[src/design/twba_pkg.sv]
// Package for the time-weighted brightness average block.
// Field widths, limits, APB register map, status and request codes, state encoding, control and status structs.
// No dependencies.
package twba_pkg;

    // Field widths
    localparam int TS_W           = 48;
    localparam int LVL_W          = 14;
    localparam int ST_W           = 2;
    localparam int SUM_W          = 64;
    localparam int TIME_WIDTH_DEF = 48;

    // Highest accepted brightness level
    localparam int MAX_LEVEL = 10000;

    // APB register map
    localparam int PADDR_W = 3;
    localparam int PDATA_W = 32;
    localparam logic [0:0] REG_STATS_ENABLE = 1'b0;

    // Request codes
    localparam logic REQ_UPDATE = 1'b0;
    localparam logic REQ_READ   = 1'b1;

    // Status codes
    localparam logic [ST_W-1:0] ST_OK       = 2'd0;
    localparam logic [ST_W-1:0] ST_RANGE    = 2'd1;
    localparam logic [ST_W-1:0] ST_DISABLED = 2'd2;

    // Sequencer states, one-hot
    typedef enum logic [3:0] {
        S_IDLE = 4'b0001,
        S_ACC  = 4'b0010,
        S_DIV  = 4'b0100,
        S_DONE = 4'b1000
    } t_state;

    // Control from the sequencer to the accumulator
    typedef struct packed {
        logic start;
        logic clear;
        logic level_we;
    } t_acc_ctrl;

    // Status from the accumulator to the sequencer
    typedef struct packed {
        logic done;
        logic ts_nz;
        logic ws_nz;
    } t_acc_stat;

endpackage

[src/design/twba_req_if.sv]
// Request channel: valid/ready handshake carrying one request item.
// Depends on twba_pkg.
interface twba_req_if;
    import twba_pkg::*;

    logic             valid;
    logic             ready;
    logic             req_type;
    logic [TS_W-1:0]  timestamp_ms;
    logic [LVL_W-1:0] brightness;

    modport source (output valid, req_type, timestamp_ms, brightness, input ready);
    modport sink   (input valid, req_type, timestamp_ms, brightness, output ready);
endinterface

[src/design/twba_rsp_if.sv]
// Result channel: valid/ready handshake carrying one result item.
// Depends on twba_pkg.
interface twba_rsp_if;
    import twba_pkg::*;

    logic             valid;
    logic             ready;
    logic [ST_W-1:0]  status;
    logic [LVL_W-1:0] average_brightness;

    modport source (output valid, status, average_brightness, input ready);
    modport sink   (input valid, status, average_brightness, output ready);
endinterface

[src/design/time_weighted_brightness_average.sv]
// Time-weighted brightness average, top level: sequencer, APB register, result register.
// An accepted update runs the serial accumulator; a read runs it and then the divider,
// unless a sum is zero; a rejected update goes straight to the result register.
// One item at a time: the next is accepted only once the result is registered.
// Reset (i_rst_n, synchronous, active low) clears enable, previous time, level and both sums.
// Depends on twba_pkg, twba_req_if, twba_rsp_if, twba_acc, twba_div.
module time_weighted_brightness_average #(
    parameter int TIME_WIDTH = twba_pkg::TIME_WIDTH_DEF
) (
    input  logic                         i_clk,
    input  logic                         i_rst_n,
    twba_req_if.sink                     i_req,
    twba_rsp_if.source                   o_rsp,
    input  logic                         psel,
    input  logic                         penable,
    input  logic                         pwrite,
    input  logic [twba_pkg::PADDR_W-1:0] paddr,
    input  logic [twba_pkg::PDATA_W-1:0] pwdata,
    output logic [twba_pkg::PDATA_W-1:0] prdata,
    output logic                         pready
);
    import twba_pkg::*;

    t_state           r_state;
    logic             r_stats_enable;
    logic             r_is_read;
    logic [LVL_W-1:0] r_level_new;
    logic [ST_W-1:0]  r_status;
    logic [LVL_W-1:0] r_avg;
    logic             r_out_valid;
    logic [ST_W-1:0]  r_out_status;
    logic [LVL_W-1:0] r_out_avg;

    t_acc_ctrl        w_acc_ctrl;
    t_acc_stat        w_acc_stat;
    logic [SUM_W-1:0] w_time_sum;
    logic [SUM_W-1:0] w_weighted_sum;
    logic             w_div_start;
    logic             w_div_done;
    logic [SUM_W-1:0] w_quot;
    logic [LVL_W-1:0] w_avg_sat;
    logic             w_accept;
    logic             w_out_free;
    logic             w_cfg_wr;
    logic             w_in_range;
    logic             w_both_nz;

    // APB: single register, always ready
    assign pready   = 1'b1;
    assign w_cfg_wr = psel & penable & pwrite & (paddr[PADDR_W-1] == REG_STATS_ENABLE);
    assign prdata   = (paddr[PADDR_W-1] == REG_STATS_ENABLE)
                    ? {{(PDATA_W - 1){1'b0}}, r_stats_enable} : '0;

    // Handshake and decode
    assign i_req.ready = (r_state == S_IDLE);
    assign w_accept    = i_req.valid & i_req.ready;
    assign w_out_free  = ~r_out_valid | o_rsp.ready;
    assign w_in_range  = ({2'b00, i_req.brightness} <= (LVL_W + 2)'(MAX_LEVEL));
    assign w_both_nz   = w_acc_stat.ts_nz & w_acc_stat.ws_nz;

    // Accumulator and divider control
    always_comb begin
        w_acc_ctrl.start    = w_accept & ((i_req.req_type == REQ_READ)
                            | (r_stats_enable & w_in_range));
        w_acc_ctrl.level_we = (r_state == S_ACC) & w_acc_stat.done & ~r_is_read;
        w_acc_ctrl.clear    = (r_state == S_ACC) & w_acc_stat.done & r_is_read;
        w_div_start         = w_acc_ctrl.clear & w_both_nz;
    end

    // Quotient saturates at the top level
    assign w_avg_sat = (w_quot > SUM_W'(MAX_LEVEL)) ? LVL_W'(MAX_LEVEL) : w_quot[LVL_W-1:0];

    twba_acc #(
        .TIME_WIDTH (TIME_WIDTH)
    ) u_acc (
        .i_clk          (i_clk),
        .i_rst_n        (i_rst_n),
        .i_ctrl         (w_acc_ctrl),
        .i_now          (TIME_WIDTH'(i_req.timestamp_ms)),
        .i_level        (r_level_new),
        .o_stat         (w_acc_stat),
        .o_time_sum     (w_time_sum),
        .o_weighted_sum (w_weighted_sum)
    );

    twba_div #(
        .W (SUM_W)
    ) u_div (
        .i_clk      (i_clk),
        .i_rst_n    (i_rst_n),
        .i_start    (w_div_start),
        .i_dividend (w_weighted_sum),
        .i_divisor  (w_time_sum),
        .o_done     (w_div_done),
        .o_quotient (w_quot)
    );

    // Sequencer
    always_ff @(posedge i_clk) begin
        if (!i_rst_n) begin
            r_state        <= S_IDLE;
            r_stats_enable <= 1'b0;
            r_is_read      <= 1'b0;
            r_out_valid    <= 1'b0;
        end else begin
            if (w_cfg_wr) begin
                r_stats_enable <= pwdata[0];
            end
            // in S_DONE the result register is reloaded below
            if (o_rsp.ready && (r_state != S_DONE)) begin
                r_out_valid <= 1'b0;
            end
            case (r_state)
                S_IDLE: begin
                    if (w_accept) begin
                        r_is_read   <= (i_req.req_type == REQ_READ);
                        r_level_new <= i_req.brightness;
                        r_avg       <= '0;
                        if (i_req.req_type == REQ_READ) begin
                            r_status <= ST_OK;
                            r_state  <= S_ACC;
                        end else if (!r_stats_enable) begin
                            r_status <= ST_DISABLED;
                            r_state  <= S_DONE;
                        end else if (!w_in_range) begin
                            r_status <= ST_RANGE;
                            r_state  <= S_DONE;
                        end else begin
                            r_status <= ST_OK;
                            r_state  <= S_ACC;
                        end
                    end
                end
                S_ACC: begin
                    if (w_acc_stat.done) begin
                        r_state <= (r_is_read && w_both_nz) ? S_DIV : S_DONE;
                    end
                end
                S_DIV: begin
                    if (w_div_done) begin
                        r_avg   <= w_avg_sat;
                        r_state <= S_DONE;
                    end
                end
                S_DONE: begin
                    if (w_out_free) begin
                        r_out_valid  <= 1'b1;
                        r_out_status <= r_status;
                        r_out_avg    <= r_avg;
                        r_state      <= S_IDLE;
                    end
                end
                default: begin
                    r_state <= S_IDLE;
                end
            endcase
        end
    end

    assign o_rsp.valid              = r_out_valid;
    assign o_rsp.status             = r_out_status;
    assign o_rsp.average_brightness = r_out_avg;

    // Divider never runs while the accumulator is still shifting
    a_div_after_acc: assert property (@(posedge i_clk) disable iff (!i_rst_n)
        w_div_start |-> (r_state == S_ACC) && w_acc_stat.done && r_is_read)
        else $error("divider started outside end of read accumulation");

    // Average never exceeds the level limit
    a_avg_limit: assert property (@(posedge i_clk) disable iff (!i_rst_n)
        r_out_valid |-> (r_out_avg <= LVL_W'(MAX_LEVEL)))
        else $error("average above limit");

    // Non-OK status carries a zero average
    a_err_zero_avg: assert property (@(posedge i_clk) disable iff (!i_rst_n)
        (r_out_valid && (r_out_status != ST_OK)) |-> (r_out_avg == '0))
        else $error("rejected item with nonzero average");

    // A read clears both sums, which are zero in the cycle after the clear
    a_read_clears: assert property (@(posedge i_clk) disable iff (!i_rst_n)
        w_acc_ctrl.clear |=> (w_time_sum == '0) && (w_weighted_sum == '0))
        else $error("sums not cleared by read");

endmodule

[src/design/twba_acc.sv]
// Bit-serial interval accumulator: elapsed time, level x time product, both sums.
// One bit per cycle, LSB first, across all SUM_W bits of the sums. Depends on twba_pkg.
module twba_acc #(
    parameter int TIME_WIDTH = twba_pkg::TIME_WIDTH_DEF
) (
    input  logic                         i_clk,
    input  logic                         i_rst_n,
    input  twba_pkg::t_acc_ctrl          i_ctrl,
    input  logic [TIME_WIDTH-1:0]        i_now,
    input  logic [twba_pkg::LVL_W-1:0]   i_level,
    output twba_pkg::t_acc_stat          o_stat,
    output logic [twba_pkg::SUM_W-1:0]   o_time_sum,
    output logic [twba_pkg::SUM_W-1:0]   o_weighted_sum
);
    import twba_pkg::*;

    localparam int CNT_W = $clog2(SUM_W);

    logic                  r_busy;
    logic                  r_done;
    logic [CNT_W-1:0]      r_cnt;
    logic [TIME_WIDTH-1:0] r_now;
    logic [TIME_WIDTH-1:0] r_prev;
    logic [LVL_W-1:0]      r_level;
    logic [SUM_W-1:0]      r_ts;
    logic [SUM_W-1:0]      r_ws;
    logic                  r_borrow;
    logic                  r_cy_t;
    logic                  r_cy_w;
    logic [LVL_W-1:0]      r_pp;
    logic                  r_ts_nz;
    logic                  r_ws_nz;

    logic                  w_in_tw;
    logic                  w_lit;
    logic                  w_nb;
    logic                  w_pb;
    logic                  w_dbit;
    logic                  n_borrow;
    logic                  w_dt;
    logic                  w_tbit;
    logic                  n_cy_t;
    logic [LVL_W:0]        w_pp;
    logic                  w_pbit;
    logic                  w_wbit;
    logic                  n_cy_w;

    // Serial datapath: dt = now - prev, time_sum += dt, weighted_sum += level * dt
    always_comb begin
        w_in_tw  = ({1'b0, r_cnt} < (CNT_W + 1)'(TIME_WIDTH));
        w_lit    = (r_level != '0);
        w_nb     = r_now[0];
        w_pb     = r_prev[0];
        w_dbit   = w_nb ^ w_pb ^ r_borrow;
        n_borrow = (~w_nb & w_pb) | (~(w_nb ^ w_pb) & r_borrow);
        // dark interval or bits past the time width add nothing
        w_dt     = w_in_tw & w_lit & w_dbit;
        w_tbit   = r_ts[0] ^ w_dt ^ r_cy_t;
        n_cy_t   = (r_ts[0] & w_dt) | (r_ts[0] & r_cy_t) | (w_dt & r_cy_t);
        // serial-parallel multiply: dt bit stream times parallel level
        w_pp     = {1'b0, r_pp} + (w_dt ? {1'b0, r_level} : '0);
        w_pbit   = w_pp[0];
        w_wbit   = r_ws[0] ^ w_pbit ^ r_cy_w;
        n_cy_w   = (r_ws[0] & w_pbit) | (r_ws[0] & r_cy_w) | (w_pbit & r_cy_w);
    end

    always_ff @(posedge i_clk) begin
        if (!i_rst_n) begin
            r_busy   <= 1'b0;
            r_done   <= 1'b0;
            r_cnt    <= '0;
            r_prev   <= '0;
            r_level  <= '0;
            r_ts     <= '0;
            r_ws     <= '0;
            r_borrow <= 1'b0;
            r_cy_t   <= 1'b0;
            r_cy_w   <= 1'b0;
            r_pp     <= '0;
            r_ts_nz  <= 1'b0;
            r_ws_nz  <= 1'b0;
        end else begin
            // done pulses for one cycle after the last bit
            r_done <= ~i_ctrl.start & r_busy & (r_cnt == CNT_W'(SUM_W - 1));
            if (i_ctrl.start) begin
                r_busy   <= 1'b1;
                r_cnt    <= '0;
                r_now    <= i_now;
                r_borrow <= 1'b0;
                r_cy_t   <= 1'b0;
                r_cy_w   <= 1'b0;
                r_pp     <= '0;
                r_ts_nz  <= 1'b0;
                r_ws_nz  <= 1'b0;
            end else if (r_busy) begin
                // rotate sums, new bits enter at the top
                r_ts    <= {w_tbit, r_ts[SUM_W-1:1]};
                r_ws    <= {w_wbit, r_ws[SUM_W-1:1]};
                r_cy_t  <= n_cy_t;
                r_cy_w  <= n_cy_w;
                r_pp    <= w_pp[LVL_W:1];
                r_ts_nz <= r_ts_nz | w_tbit;
                r_ws_nz <= r_ws_nz | w_wbit;
                // now shifts into prev, which ends up holding now
                if (w_in_tw) begin
                    r_now    <= r_now >> 1;
                    r_prev   <= {w_nb, r_prev[TIME_WIDTH-1:1]};
                    r_borrow <= n_borrow;
                end
                r_cnt <= r_cnt + 1'b1;
                if (r_cnt == CNT_W'(SUM_W - 1)) begin
                    r_busy <= 1'b0;
                end
            end
            if (i_ctrl.clear) begin
                r_ts <= '0;
                r_ws <= '0;
            end
            if (i_ctrl.level_we) begin
                r_level <= i_level;
            end
        end
    end

    assign o_stat.done    = r_done;
    assign o_stat.ts_nz   = r_ts_nz;
    assign o_stat.ws_nz   = r_ws_nz;
    assign o_time_sum     = r_ts;
    assign o_weighted_sum = r_ws;

endmodule

[src/design/twba_div.sv]
// Iterative restoring divider, one quotient bit per cycle.
// Depends on twba_pkg for the default width.
module twba_div #(
    parameter int W = twba_pkg::SUM_W
) (
    input  logic         i_clk,
    input  logic         i_rst_n,
    input  logic         i_start,
    input  logic [W-1:0] i_dividend,
    input  logic [W-1:0] i_divisor,
    output logic         o_done,
    output logic [W-1:0] o_quotient
);
    import twba_pkg::*;

    localparam int CW = $clog2(W);

    logic          r_busy;
    logic          r_done;
    logic [CW-1:0] r_cnt;
    logic [W-1:0]  r_rem;
    logic [W-1:0]  r_q;
    logic [W-1:0]  r_d;

    logic [W:0]    w_trial;
    logic [W+1:0]  w_diff;
    logic          w_neg;

    // Shift in the next dividend bit and try the subtract
    always_comb begin
        w_trial = {r_rem, r_q[W-1]};
        w_diff  = {1'b0, w_trial} - {2'b00, r_d};
        w_neg   = w_diff[W+1];
    end

    always_ff @(posedge i_clk) begin
        if (!i_rst_n) begin
            r_busy <= 1'b0;
            r_done <= 1'b0;
            r_cnt  <= '0;
        end else begin
            // done pulses for one cycle after the last quotient bit
            r_done <= ~i_start & r_busy & (r_cnt == CW'(W - 1));
            if (i_start) begin
                r_busy <= 1'b1;
                r_cnt  <= '0;
                r_rem  <= '0;
                r_q    <= i_dividend;
                r_d    <= i_divisor;
            end else if (r_busy) begin
                r_rem <= w_neg ? w_trial[W-1:0] : w_diff[W-1:0];
                r_q   <= {r_q[W-2:0], ~w_neg};
                r_cnt <= r_cnt + 1'b1;
                if (r_cnt == CW'(W - 1)) begin
                    r_busy <= 1'b0;
                end
            end
        end
    end

    assign o_done     = r_done;
    assign o_quotient = r_q;

endmodule
[src/flat_wrapper.sv]
// flat-port wrapper written by rule: the top's interface ports become plain ports
module time_weighted_brightness_average_flat import twba_pkg::*;
#(
    parameter int TIME_WIDTH = twba_pkg::TIME_WIDTH_DEF
)
  (i_clk, i_rst_n, psel, penable, pwrite, paddr, pwdata, prdata, pready, i_req_valid, i_req_req_type, i_req_timestamp_ms, i_req_brightness, i_req_ready, o_rsp_valid, o_rsp_status, o_rsp_average_brightness, o_rsp_ready);
  twba_req_if i_req_i ();
  twba_rsp_if o_rsp_i ();
  input  logic i_clk;
  input  logic i_rst_n;
  input  logic psel;
  input  logic penable;
  input  logic pwrite;
  input  logic [twba_pkg::PADDR_W-1:0] paddr;
  input  logic [twba_pkg::PDATA_W-1:0] pwdata;
  output logic [twba_pkg::PDATA_W-1:0] prdata;
  output logic pready;
  input wire logic [$bits(i_req_i.valid)-1:0] i_req_valid;
  input wire logic [$bits(i_req_i.req_type)-1:0] i_req_req_type;
  input wire logic [$bits(i_req_i.timestamp_ms)-1:0] i_req_timestamp_ms;
  input wire logic [$bits(i_req_i.brightness)-1:0] i_req_brightness;
  output wire logic [$bits(i_req_i.ready)-1:0] i_req_ready;
  output wire logic [$bits(o_rsp_i.valid)-1:0] o_rsp_valid;
  output wire logic [$bits(o_rsp_i.status)-1:0] o_rsp_status;
  output wire logic [$bits(o_rsp_i.average_brightness)-1:0] o_rsp_average_brightness;
  input wire logic [$bits(o_rsp_i.ready)-1:0] o_rsp_ready;
  assign i_req_i.valid = i_req_valid;
  assign i_req_i.req_type = i_req_req_type;
  assign i_req_i.timestamp_ms = i_req_timestamp_ms;
  assign i_req_i.brightness = i_req_brightness;
  assign i_req_ready = i_req_i.ready;
  assign o_rsp_valid = o_rsp_i.valid;
  assign o_rsp_status = o_rsp_i.status;
  assign o_rsp_average_brightness = o_rsp_i.average_brightness;
  assign o_rsp_i.ready = o_rsp_ready;
  time_weighted_brightness_average #(.TIME_WIDTH(TIME_WIDTH)) u_core (.i_clk(i_clk), .i_rst_n(i_rst_n), .i_req(i_req_i), .o_rsp(o_rsp_i), .psel(psel), .penable(penable), .pwrite(pwrite), .paddr(paddr), .pwdata(pwdata), .prdata(prdata), .pready(pready));
endmodule
[config.mk]
export PLATFORM = sky130hd
export DESIGN_NAME = time_weighted_brightness_average_flat
export DESIGN_NICKNAME = d
export VERILOG_FILES = /design/src/design/twba_pkg.sv /design/src/design/twba_req_if.sv /design/src/design/twba_rsp_if.sv /design/src/design/time_weighted_brightness_average.sv /design/src/design/twba_acc.sv /design/src/design/twba_div.sv /design/src/flat_wrapper.sv
export SDC_FILE = /design/constraint.sdc
export NUM_CORES = 1
export LEC_CHECK = 0
export ABC_CLOCK_PERIOD_IN_PS = 27000
export BUFFER_PORTS_ARGS = -buffer_cell sky130_fd_sc_hd__clkbuf_2
export CELL_PAD_IN_SITES_DETAIL_PLACEMENT = 0
export CELL_PAD_IN_SITES_GLOBAL_PLACEMENT = 1
export CORE_MARGIN = 5
export CORE_UTILIZATION = 51
export CTS_CLUSTER_SIZE = 12
export DETAILED_ROUTE_END_ITERATION = 10
export PLACE_DENSITY_LB_ADDON = 0.08
export SETUP_SLACK_MARGIN = 0.3
export SLEW_MARGIN = 20
export SYNTH_ARGS = -nofsm -noshare
export SYNTH_HDL_FRONTEND = slang
export SYNTH_SLANG_ARGS = --single-unit
[constraint.sdc]
create_clock -name i_clk -period 27 [get_ports i_clk]
set_input_delay 2.7 -clock i_clk [delete_from_list [all_inputs] [get_ports i_clk]]
set_output_delay 2.7 -clock i_clk [all_outputs]
set_load 0.1 [all_outputs]
-- After elaboration in Yosys (flattened, before gate mapping)
Cells that the tools add are included.
- add/subtract/negate cells: 4
- multiplexer cells: 33
- equal/unequal tests: 11
- magnitude comparators: 3
- bitwise logic cells: 50
- reduce and logical (&&, ||, !) cells: 22
- operators by type and width (cell ; count):
    $mux W64 ; 4
    $mux W48 ; 3
    $sub A65 B64 Y66 ; 1
    $gt A64 B14 Y1 const B ; 1
    $mux W14 ; 4
    $mux W4 ; 8
    $pmux W14 S2 ; 1
    $and A1 B1 Y1 ; 25
    $pmux W4 S4 ; 1
    $add A14 B14 Y15 ; 1
    $le A14 B14 Y1 const B ; 1
    $reduce_bool A14 Y1 ; 1
    $add A6 B1 Y6 const B ; 2
    $eq A6 B6 Y1 const B ; 2
    $reduce_and A3 Y1 ; 4
    $mux W1 ; 11
    $not A1 Y1 ; 10
    $reduce_and A2 Y1 ; 5
    $or A1 B1 Y1 ; 9
    $reduce_and A4 Y1 ; 2
    $reduce_bool A2 Y1 ; 4
    $reduce_or A2 Y1 ; 4
    $lt A6 B6 Y1 const B ; 1
    $ne A2 B2 Y1 const B ; 3
    9 further kinds ; 15
- logic and storage cells: 153
- output and inout port bits: 51
- input bits: 105
- register bits after elaboration: 518

-- Depth between registers and ports, before layout
Gate-level depths: netlist (run 1).
- depth after elaboration: 8
- gate-level depth with buffers: 18
- depth with buffers taken out: 18

-- Modules after synthesis
Synthesis (run 1) repeated with hierarchy kept, for this count alone.
- cell total of the unflattened synthesis: 2435
- area, all modules: 24581.1 µm²
- by module, submodules not included (module ; seq. area each (µm²) ; instances ; cells each ; area each (µm²)):
    twba_div ; 5925.7 ; 1 ; 1110 ; 11712.5
    twba_acc ; 5785.5 ; 1 ; 1132 ; 10435.0
    time_weighted_brightness_average ; 1521.5 ; 1 ; 193 ; 2433.6

-- Worst setup path after synthesis (run 1)
No wires, ideal clock.
- path kind: input-to-reg
- start point: input i_rst_n
- end point: register u_core.u_div.r_q[0] (netlist: u_core.u_div.o_quotient[0]), enable pin
- arrival time: 12206 ps
- library setup time: 810 ps
- data required time: 26190 ps
- stages on the path: 2
- path buffers: 1
- slack: 13984 ps
- cells stage by stage: clkbuf_1 > a21boi_0
- word-level cells in the longest chain between the ends: 1
- ends and longest elaborated chain (element ; line ; source):
    start, declared ; flat_wrapper.sv:10 ; input logic i_rst_n;
    $reduce_and A2 Y1 (no line) ; n/a ;
    end signal, assigned ; twba_div.sv:48 ; r_q <= i_dividend;
    end signal, assigned ; twba_div.sv:52 ; r_q <= {r_q[W-2:0], ~w_neg};
    end, declared ; twba_div.sv:22 ; logic [W-1:0] r_q;
Every way passes these cells.
A chain may end at the register's enable or synchronous reset.

-- Final worst setup path (run 1)
- start point: input paddr[2] (netlist bit)
- end point: output prdata[0] (netlist bit)
- word-level cells in the longest chain between the ends: 1
- ends and longest elaborated chain (element ; line ; source):
    start, declared ; flat_wrapper.sv:14 ; input logic [twba_pkg::PADDR_W-1:0] paddr;
    $mux W1 ; time_weighted_brightness_average.sv:52 ; ? {{(PDATA_W - 1){1'b0}}, r_stats_enable} : '0;
    end, declared ; flat_wrapper.sv:16 ; output logic [twba_pkg::PDATA_W-1:0] prdata;
Every way passes these cells.

==> results of run 1 <==
==> per-layer routing <==
metal,wire [um],track usage [%],vias up
met2,21990,29.66,265
met5,0,0,-
met3,2419,3.901,90
met4,1300,5.749,0
li1,-,-,8687
met1,23470,25.54,8067
==> state kept, by name, indices dropped and copies added, names as in the netlist, 2 cells and up <==
register,cells
u_core.u_acc.r_level,14
u_core.u_acc.r_prev,48
u_core.o_rsp.status,2
u_core.o_rsp.average_brightness,14
u_core.u_acc.o_weighted_sum,64
u_core.u_div.r_d,64
u_core.u_acc.r_pp,14
u_core.r_state,4
u_core.u_acc.r_now,48
u_core.r_status,2
u_core.u_acc.o_time_sum,64
u_core.u_div.o_quotient,64
u_core.r_level_new,14
u_core.u_div.r_rem,64
u_core.r_avg,14
u_core.u_div.r_cnt,6
u_core.u_acc.r_cnt,6
==> cell usage after synthesis (all sizes together), types with 9 or more instances <==
| cell type | n |
|---|---|
| xor2 | 35 |
| clkbuf | 108 |
| o21bai | 11 |
| a21boi | 70 |
| a211oi | 30 |
| a21o | 36 |
| nand3 | 22 |
| nor4 | 21 |
| nor2 | 108 |
| nor3 | 14 |
| nand2b | 9 |
| mux2i | 14 |
| o21ai | 54 |
| dfxtp | 232 |
| a21oi | 263 |
| ha | 80 |
| edfxtp | 286 |
| nand4 | 23 |
| mux2 | 47 |
| o21a | 10 |
| nor2b | 12 |
| xnor2 | 40 |
| nand2 | 732 |
| and2 | 20 |
| buf | 55 |
| and3 | 14 |
| inv | 103 |
| or3 | 10 |
==> critical path, delay by kind of cell <==
kind / cells / cell delay [ns]
buf+inv: 2 / 0.55
simple gates: 1 / 0.08
==> final cells by class <==
cell class	count	area, um^2	area share, %
Tap cell	607	759.5	2.839
Sequential cell	518	13230	49.47
Multi-Input combinational cell	1776	9996	37.37
Timing Repair Buffer	109	600.6	2.245
Clock inverter	18	211.5	0.7905
Clock buffer	83	1563	5.842
Inverter	103	386.6	1.445
==> cells by family after synthesis <==
| family | count (synthesis) |
|---|---|
| buffers and inverters | 266 |
| adders and majority gates | 85 |
| DFF | 518 |
| muxes | 61 |
| xor gates and xnor gates | 75 |
| other | 2 |
| and+or+nand+nor | 999 |
| AOI/OAI and AO/OA | 524 |
==> final timing paths <==
check             depth (start not counted)  slack, ns                                  to
setup / recovery                          3      20.97                           prdata[0]
hold / removal                            0       0.41  u_core.o_rsp.average_brightness[5]
setup reg to reg                         12      22.43               u_core.u_div.r_rem[3]
hold reg to reg                           0       0.41  u_core.o_rsp.average_brightness[5]
==> power groups by stage <==
stage               clock network (mW)  registers [mW]  logic [mW]
global placement                     0           0.870       0.121
floorplan                            0           0.871      0.0963
finish                           0.743           0.854       0.122
detailed placement                   0           0.870       0.123
CTS                              0.766           0.854       0.123
global route                     0.797           0.855       0.133
==> results.cfg, run 1 <==
[worst_setup_path]
cp_data_arrival_time_ns = 3.33
r2r-start = u_core.u_div.r_rem[7]
cp_max_fo = 2
critical-path-slowest-cell = clkbuf_2
cp-end-kind = output pin
cp_cell_sequence = clkbuf_2 > nor2_1 > clkbuf_2
path_class = in -> out
worstPathRequired_ns = 24.30
cp_common_cell = clkbuf_2
cp-start-kind = primary input
startpoint = paddr[2]
max_stage_delay_ns = 0.46

[clocking]
cts_resized = 0
cts.clk_slew.worst_paths_ns = 0.06
cts_sinks = 518
cts_buffers = 56
hold_buffers = 0
cts_tree = built
postCtsSetupBuffers = 0
htreeDepth = 2
clock_latency_ns = 0.61
cts_root_buf = clkbuf_16
clockBufferDepth = 3

[die]
coreArea_mm2 = 0.04675
die-area_mm2 = 0.05190
die_y_um = 227.8
start_util_pct = 51.75
pin_count = 156
die_w_um = 227.8
rows = 79

[pwr]
internal-power_mw = 1.306
total_power_mw = 1.718
power_density_mw_per_mm2 = 64.24
leakagePower_nw = 10.03
vdd_drop_max_mv = 0.04575
swShare_pct = 24.03
power_frac_comb_pct = 7.1
clkPwrFrac_pct = 43.2
power_frac_seq_pct = 49.7
power_switching_mw = 0.4129

[placement]
placed_cell_area_mm2 = 0.02496
dp.cells = 3113
pre_cts_ws_ns = 20.40
port_buffers = 90
dp_hpwl_um = 31620
gp_congestion = 0.8620

[synthesis]
synthAdderAreaFrac_pct = 4.551
ys_async_sr_fraction_pct = 0
synth_cell_type_count = 68
ys_warn_count = 0
synth_top_family_by_area = simple AND/OR/NAND/NOR gates
synthCells = 2530
synth_simple_gate_area_share_pct = 17.12
synth_top_area_cell = edfxtp_1
synth_seq_cells = 518
synth_xor_area_share_pct = 2.715
synth_area_per_cell_um2 = 9.564
synth-edff-count = 286
synthMuxAreaShare_pct = 2.767
synth_top_cell_area_share_pct = 35.49
synth-compound-area-share_pct = 13.36
synth_flop_cell = edfxtp_1
synth.area.top_cells = edfxtp_1 (35%), dfxtp_1 (19%), nand2_1 (11%), a21oi_1 (5.4%), ha_1 (4.1%)
synth_area_mm2 = 0.02420
ys_seq_area_share_pct = 54.69

[final_layout]
stdcell_area_mm2 = 0.02675
instances_no_fill = 3214
final_common_cell = nand2_1
layout_common_cells = nand2_1 (731), edfxtp_1 (286), a21oi_1 (261)
antennaDiodeCount = 0
layout.nets = 2754
num-fill-cells = 4190
layout-drive-gt1-share_pct = 10.05
area_growth_pct = 10.55
postLayoutCoreUtil_pct = 57.21

[global_routing]
grt_pass1_wl_um = 82730
grt_pass1_vias = 16610
grt_max_degree = 106
overflow = 0
antenna_found_initial = 0
grtUsageTotal_pct = 18.52

[routing]
routed_via_density = 5.323
drtIter0Drc = 1040
first_pass_iters = 5
wire_per_inst_um = 15.30
antenna_left = 0
wl_um = 49180
drcViolationCount = 0
via_count = 17110

[min_path]
min_from = u_core.r_avg[5]
min_path_type = reg -> reg

[sta]
whs_ns = 0.4111
clock_skew_ns = 0.01300
fin_crit_sh_pct = 22.34
min_period_ns = 6.031
setup_tns_ns = 0
slew_violations = 0
maxSlewHeadroom_pct = 26.87
grt_setup_unrepaired = false
setup_viol = 0
max_clock_freq_mhz = 165.8
worst_pin_slew_ns = 1.097
setup_slack_ns = 20.97
hold_viol_final = 0

[run_status]
status = finished, final reports clean

[job]
max_cap_violations = 0
Note: power is estimated with default switching activity, not from simulation.
==> run 2, diff against run 1 <==
Settings changed: ABC_CLOCK_PERIOD_IN_PS 27000 to 6300, CORE_UTILIZATION 51 to 48.
Clock period 27 ns to 6.3 ns, I/O delays scaled along.
==> results.cfg, run 2 (same netlist as run 1, synthesis figures left out) <==
[run_status]
status = finished, final reports clean

[routing]
routed_via_density = 5.204
drtIter0Drc = 1103
wire_per_inst_um = 14.87
first_pass_iters = 5
drcViolationCount = 0
via_count = 17100
antenna_left = 0
wl_um = 48840

[worst_setup_path]
cp_max_fo = 41
cp_data_arrival_time_ns = 4.79
r2r_end = u_core.u_div.r_rem[3]
path_class = reg -> reg
r2r-start = u_core.u_div.r_rem[7]
cp-end-kind = flip-flop
cp-start-kind = flip-flop
ff2ff_setup_slack_ns = 1.84
reg2reg_depth = 12
worstPathRequired_ns = 6.63

[clocking]
cts.clk_slew.worst_paths_ns = 0.06
postCtsSetupBuffers = 0
clockBufferDepth = 3
cts_buffers = 55
cts_sinks = 518
hold_buffers = 0
cts_resized = 0
clock_latency_ns = 0.61
cts_tree = built
htreeDepth = 2
cts_root_buf = clkbuf_16

[die]
die-area_mm2 = 0.05500
die_y_um = 234.5
pin_count = 156
rows = 82
coreArea_mm2 = 0.04997
die_w_um = 234.5
start_util_pct = 48.42

[global_routing]
grtUsageTotal_pct = 17.71
grt_pass1_wl_um = 81950
antenna_found_initial = 0
overflow = 0
grt_pass1_vias = 16710
grt_max_degree = 129

[sta]
setup_viol = 0
setup_tns_ns = 0
clock_skew_ns = 0.02601
maxSlewHeadroom_pct = 33.37
fin_crit_sh_pct = 70.76
grt_setup_unrepaired = false
worst_pin_slew_ns = 0.9995
min_period_ns = 4.458
slew_violations = 0
max_clock_freq_mhz = 224.3
hold_viol_final = 0

[final_layout]
layout-drive-gt1-share_pct = 10.03
layout.nets = 2756
area_growth_pct = 11.14
layout_common_cells = nand2_1 (731), edfxtp_1 (286), a21oi_1 (261)
final_common_cell = nand2_1
antennaDiodeCount = 0
num-fill-cells = 4636

[placement]
gp_congestion = 0.8321
dp_hpwl_um = 31080
port_buffers = 90

[min_path]
min_from = i_req_brightness[7]
min_path_type = in -> reg
min_delay_path_depth = 1
holdPathEnd = u_core.r_level_new[7]

[pwr]
leakagePower_nw = 10.39
power_density_mw_per_mm2 = 275.6
vdd_drop_max_mv = 0.2478
total_power_mw = 7.411

[job]
max_cap_violations = 0
run 2: worst max path at each step:
stage / from / endpoint / depth (start not counted)
final: u_core.u_div.r_rem[7] / u_core.u_div.r_rem[3] / 12
after global placement: u_core.u_div.r_rem[7] / u_core.u_div.r_rem[3] / 12
after CTS: u_core.u_div.r_rem[7] / u_core.u_div.r_rem[3] / 12
after floorplan: u_core.r_state[3] / u_core.u_div.o_quotient[0] / 6
after global routing: u_core.u_div.r_rem[7] / u_core.u_div.r_rem[20] / 12
after detailed placement: u_core.u_div.r_rem[7] / u_core.u_div.r_rem[3] / 12
run 2: per-stage QoR:
stage | hold slack (ns) | cells | utilization [%] | cell area (um^2) | setup slack (ns)
after global placement | 0.4047 | 3181 | 50.17 | 25070 | 1.842
after floorplan | 0.4003 | 2560 | - | 24310 | 0.6871
after CTS | 0.1687 | 3285 | 53.82 | 26890 | 1.786
after global routing | 0.1758 | 3285 | 53.82 | 26890 | 1.534
final | 0.2150 | 3285 | 53.82 | 26890 | 1.842
after detailed placement | 0.4081 | 3181 | 50.17 | 25070 | 1.800
run 2: final cells by class:
type | instances | area [um^2] | share of cell area (%)
flip-flops and latches | 518 | 13230 | 49.21
clock inverters | 15 | 192.7 | 0.7165
clock buffers | 89 | 1628 | 6.053
well taps | 672 | 840.8 | 3.127
repair buffers | 112 | 628.1 | 2.336
multi-input cells | 1776 | 9983 | 37.12
inverters | 103 | 386.6 | 1.438
run 2: report_power, final:
part	total (mW)	switching, mW	internal, mW
Combinational	0.527	0.405	0.122
Clock	3.23	1.33	1.90
Sequential	3.66	0.0275	3.63
run 2: critical path, stage by stage, from the launching register on:
cell	delay, ns
edfxtp_1	0.39
ha_1	0.38
a211oi_1	0.34
o211ai_1	0.14
a211oi_1	0.37
o31ai_1	0.25
a21oi_2	0.34
o21ai_2	0.17
a311oi_4	0.54
o31a_2	0.47
buf_4	0.53
or3_1	0.19
a21oi_1	0.06
run 2: metal layers:
layer	up-vias	track usage (%)	share of wire, %
li1	8710	-	-
met1	8096	24.51	48
met2	227	29.09	46
met3	62	3.365	3.9
met4	0	4.233	1.7
met5	-	0	0
==> run 3, diff against run 2 <==
Settings changed: ABC_CLOCK_PERIOD_IN_PS 6300 to 3650, CORE_UTILIZATION 48 to 43.
Clock period 6.3 ns to 3.65 ns, I/O delays scaled along.
==> results.cfg, run 3 (same netlist as run 1, synthesis figures left out) <==
[run_status]
status = finished, final reports clean

[pwr]
total_power_mw = 12.99
power_density_mw_per_mm2 = 444.8
power_switching_mw = 3.115
power_frac_seq_pct = 48.6
vdd_drop_max_mv = 0.3733
swShare_pct = 23.99
internal-power_mw = 9.871
clkPwrFrac_pct = 43.6
leakagePower_nw = 11.32
power_frac_comb_pct = 7.8

[final_layout]
final_common_cell = nand2_1
antennaDiodeCount = 0
postLayoutCoreUtil_pct = 52.08
area_growth_pct = 20.67
layout_common_cells = nand2_1 (720), edfxtp_1 (286), a21oi_1 (242)
stdcell_area_mm2 = 0.02920
layout-drive-gt1-share_pct = 18.09
layout.nets = 2890

[clocking]
cts_buffers = 57
clock_latency_ns = 0.61
cts_sinks = 518
cts_root_buf = clkbuf_16
clockBufferDepth = 3
htreeDepth = 2
cts_tree = built
cts.clk_slew.worst_paths_ns = 0.06

[global_routing]
antenna_found_initial = 0
grtUsageTotal_pct = 17.17
grt_pass1_vias = 17420
grt_pass1_wl_um = 87750
grt_max_degree = 128
overflow = 0

[sta]
setup_viol = 0
maxSlewHeadroom_pct = 38.26
grt_setup_unrepaired = true
worst_pin_slew_ns = 0.9262
slew_violations = 0
fin_crit_sh_pct = 94.50
setup_slack_ns = 0.2008
clock_skew_ns = 0.02771
min_period_ns = 3.449
hold_viol_final = 0
max_clock_freq_mhz = 289.9

[routing]
antenna_left = 0
drtIter0Drc = 922
wire_per_inst_um = 15.46
wl_um = 54140
via_count = 17750
first_pass_iters = 6
routed_via_density = 5.066
drcViolationCount = 0

[worst_setup_path]
cp_cell_sequence = ha_4 > nand2_2 > or4_4 > or4_4 > o21ai_4 > a311oi_4 > buf_6 > o31a_4 > buf_12 > or3_4 > a21oi_2
startpoint = u_core.u_div.r_rem[36]
r2r_end = u_core.u_div.r_rem[3]
path_delay_family = simple AND/OR/NAND/NOR gates
worstPathRequired_ns = 4.09
cp_common_cell = or4_4
cp_max_fo = 11
cp_data_arrival_time_ns = 3.89
reg2reg_depth = 11
max_stage_delay_ns = 0.54
ff2ff_setup_slack_ns = 0.20
cp-start-kind = flip-flop
critical-path-slowest-cell = or4_4
cp-end-kind = flip-flop
cp.depth = 11
crit_end = u_core.u_div.r_rem[3]
r2r-start = u_core.u_div.r_rem[36]
crit_buf_inv = 2
path_class = reg -> reg

[min_path]
min_delay_path_depth = 3
min_path_type = in -> reg

[die]
start_util_pct = 43.16
pin_count = 156
die-area_mm2 = 0.06111
coreArea_mm2 = 0.05606
rows = 87
die_w_um = 247.2
die_y_um = 247.2

[placement]
placed_cell_area_mm2 = 0.02595
gp_congestion = 0.8250
port_buffers = 90
pre_cts_ws_ns = -0.01882
dp_hpwl_um = 34750

[job]
max_cap_violations = 0
==> run 3: cell types whose count changed in the layout (fill, tap and decap cells not counted), sizes merged <==
cell         delta
buf           +112
dlygate4sd3    +15
clkinv         +10
clkbuf          -5
clkinvlp        +3
inv             -1
==> run 3: worst min path at each step <==
stage,startpoint,endpoint,slack (ns)
floorplan,u_core.r_avg[0],u_core.o_rsp.average_brightness[0],0.40
global placement,u_core.r_status[0],u_core.o_rsp.status[0],0.40
detailed placement,u_core.r_avg[4],u_core.o_rsp.average_brightness[4],0.40
CTS,pwdata[0],u_core.r_stats_enable,0.01
global route,i_req_timestamp_ms[32],u_core.u_acc.r_now[32],0.03
finish,pwdata[0],u_core.r_stats_enable,0.04
==> run 3: what timing repair did <==
action                     CTS  global route
hold buffers                15             0
setup endpoints to repair   71           120
setup buffers               23            17
gates resized for setup     57            94
pin swaps                   35            58
hold endpoints to repair    15             0
cloned                       3             6
==> run 3: power by group through the flow <==
stage,clock [mW],combinational (mW),sequential (mW)
after detailed placement,0,0.999,6.44
after global placement,0,0.988,6.43
after global routing,6.08,1.10,6.32
final,5.66,1.01,6.31
after CTS,5.85,1.02,6.31
after floorplan,0,0.719,6.44
==> run 3: worst min-delay path: cells and delay by family <==
| kind | cells | cell delay, ns |
|---|---|---|
| AND/OR/NAND/NOR | 1 | 0.10 |
| buffers and inverters | 1 | 0.08 |
| AO/OA/AOI/OAI | 1 | 0.07 |
==> run 3: routing by layer <==
layer	up-vias	global-route usage [%]	wire length (um)
li1	8988	-	-
met1	8477	22.84	25330
met2	207	29.55	26170
met3	75	2.832	1681
met4	0	3.998	962
met5	-	0	0
==> run 3: stage by stage <==
step,hold slack [ns],TNS (ns),instances
2_1_floorplan,0.4003,-41.53,2560
3_3_place_gp,0.4013,-0.01524,3333
3_5_place_dp,0.4045,-0.02666,3333
4_1_cts,0.009749,0,3480
5_1_grt,0.02700,0,3503
6_report,0.04123,0,3503
==> run 3: final cells by class <==
class,count,area (um^2)
fill,5184,26860
sequential,518,13240
multi-input combinational,1776,10670
timing repair buffer,244,2091
clock buffer,79,1630
tap,756,945.9
inverter,103,390.4
clock inverter,27,236.5
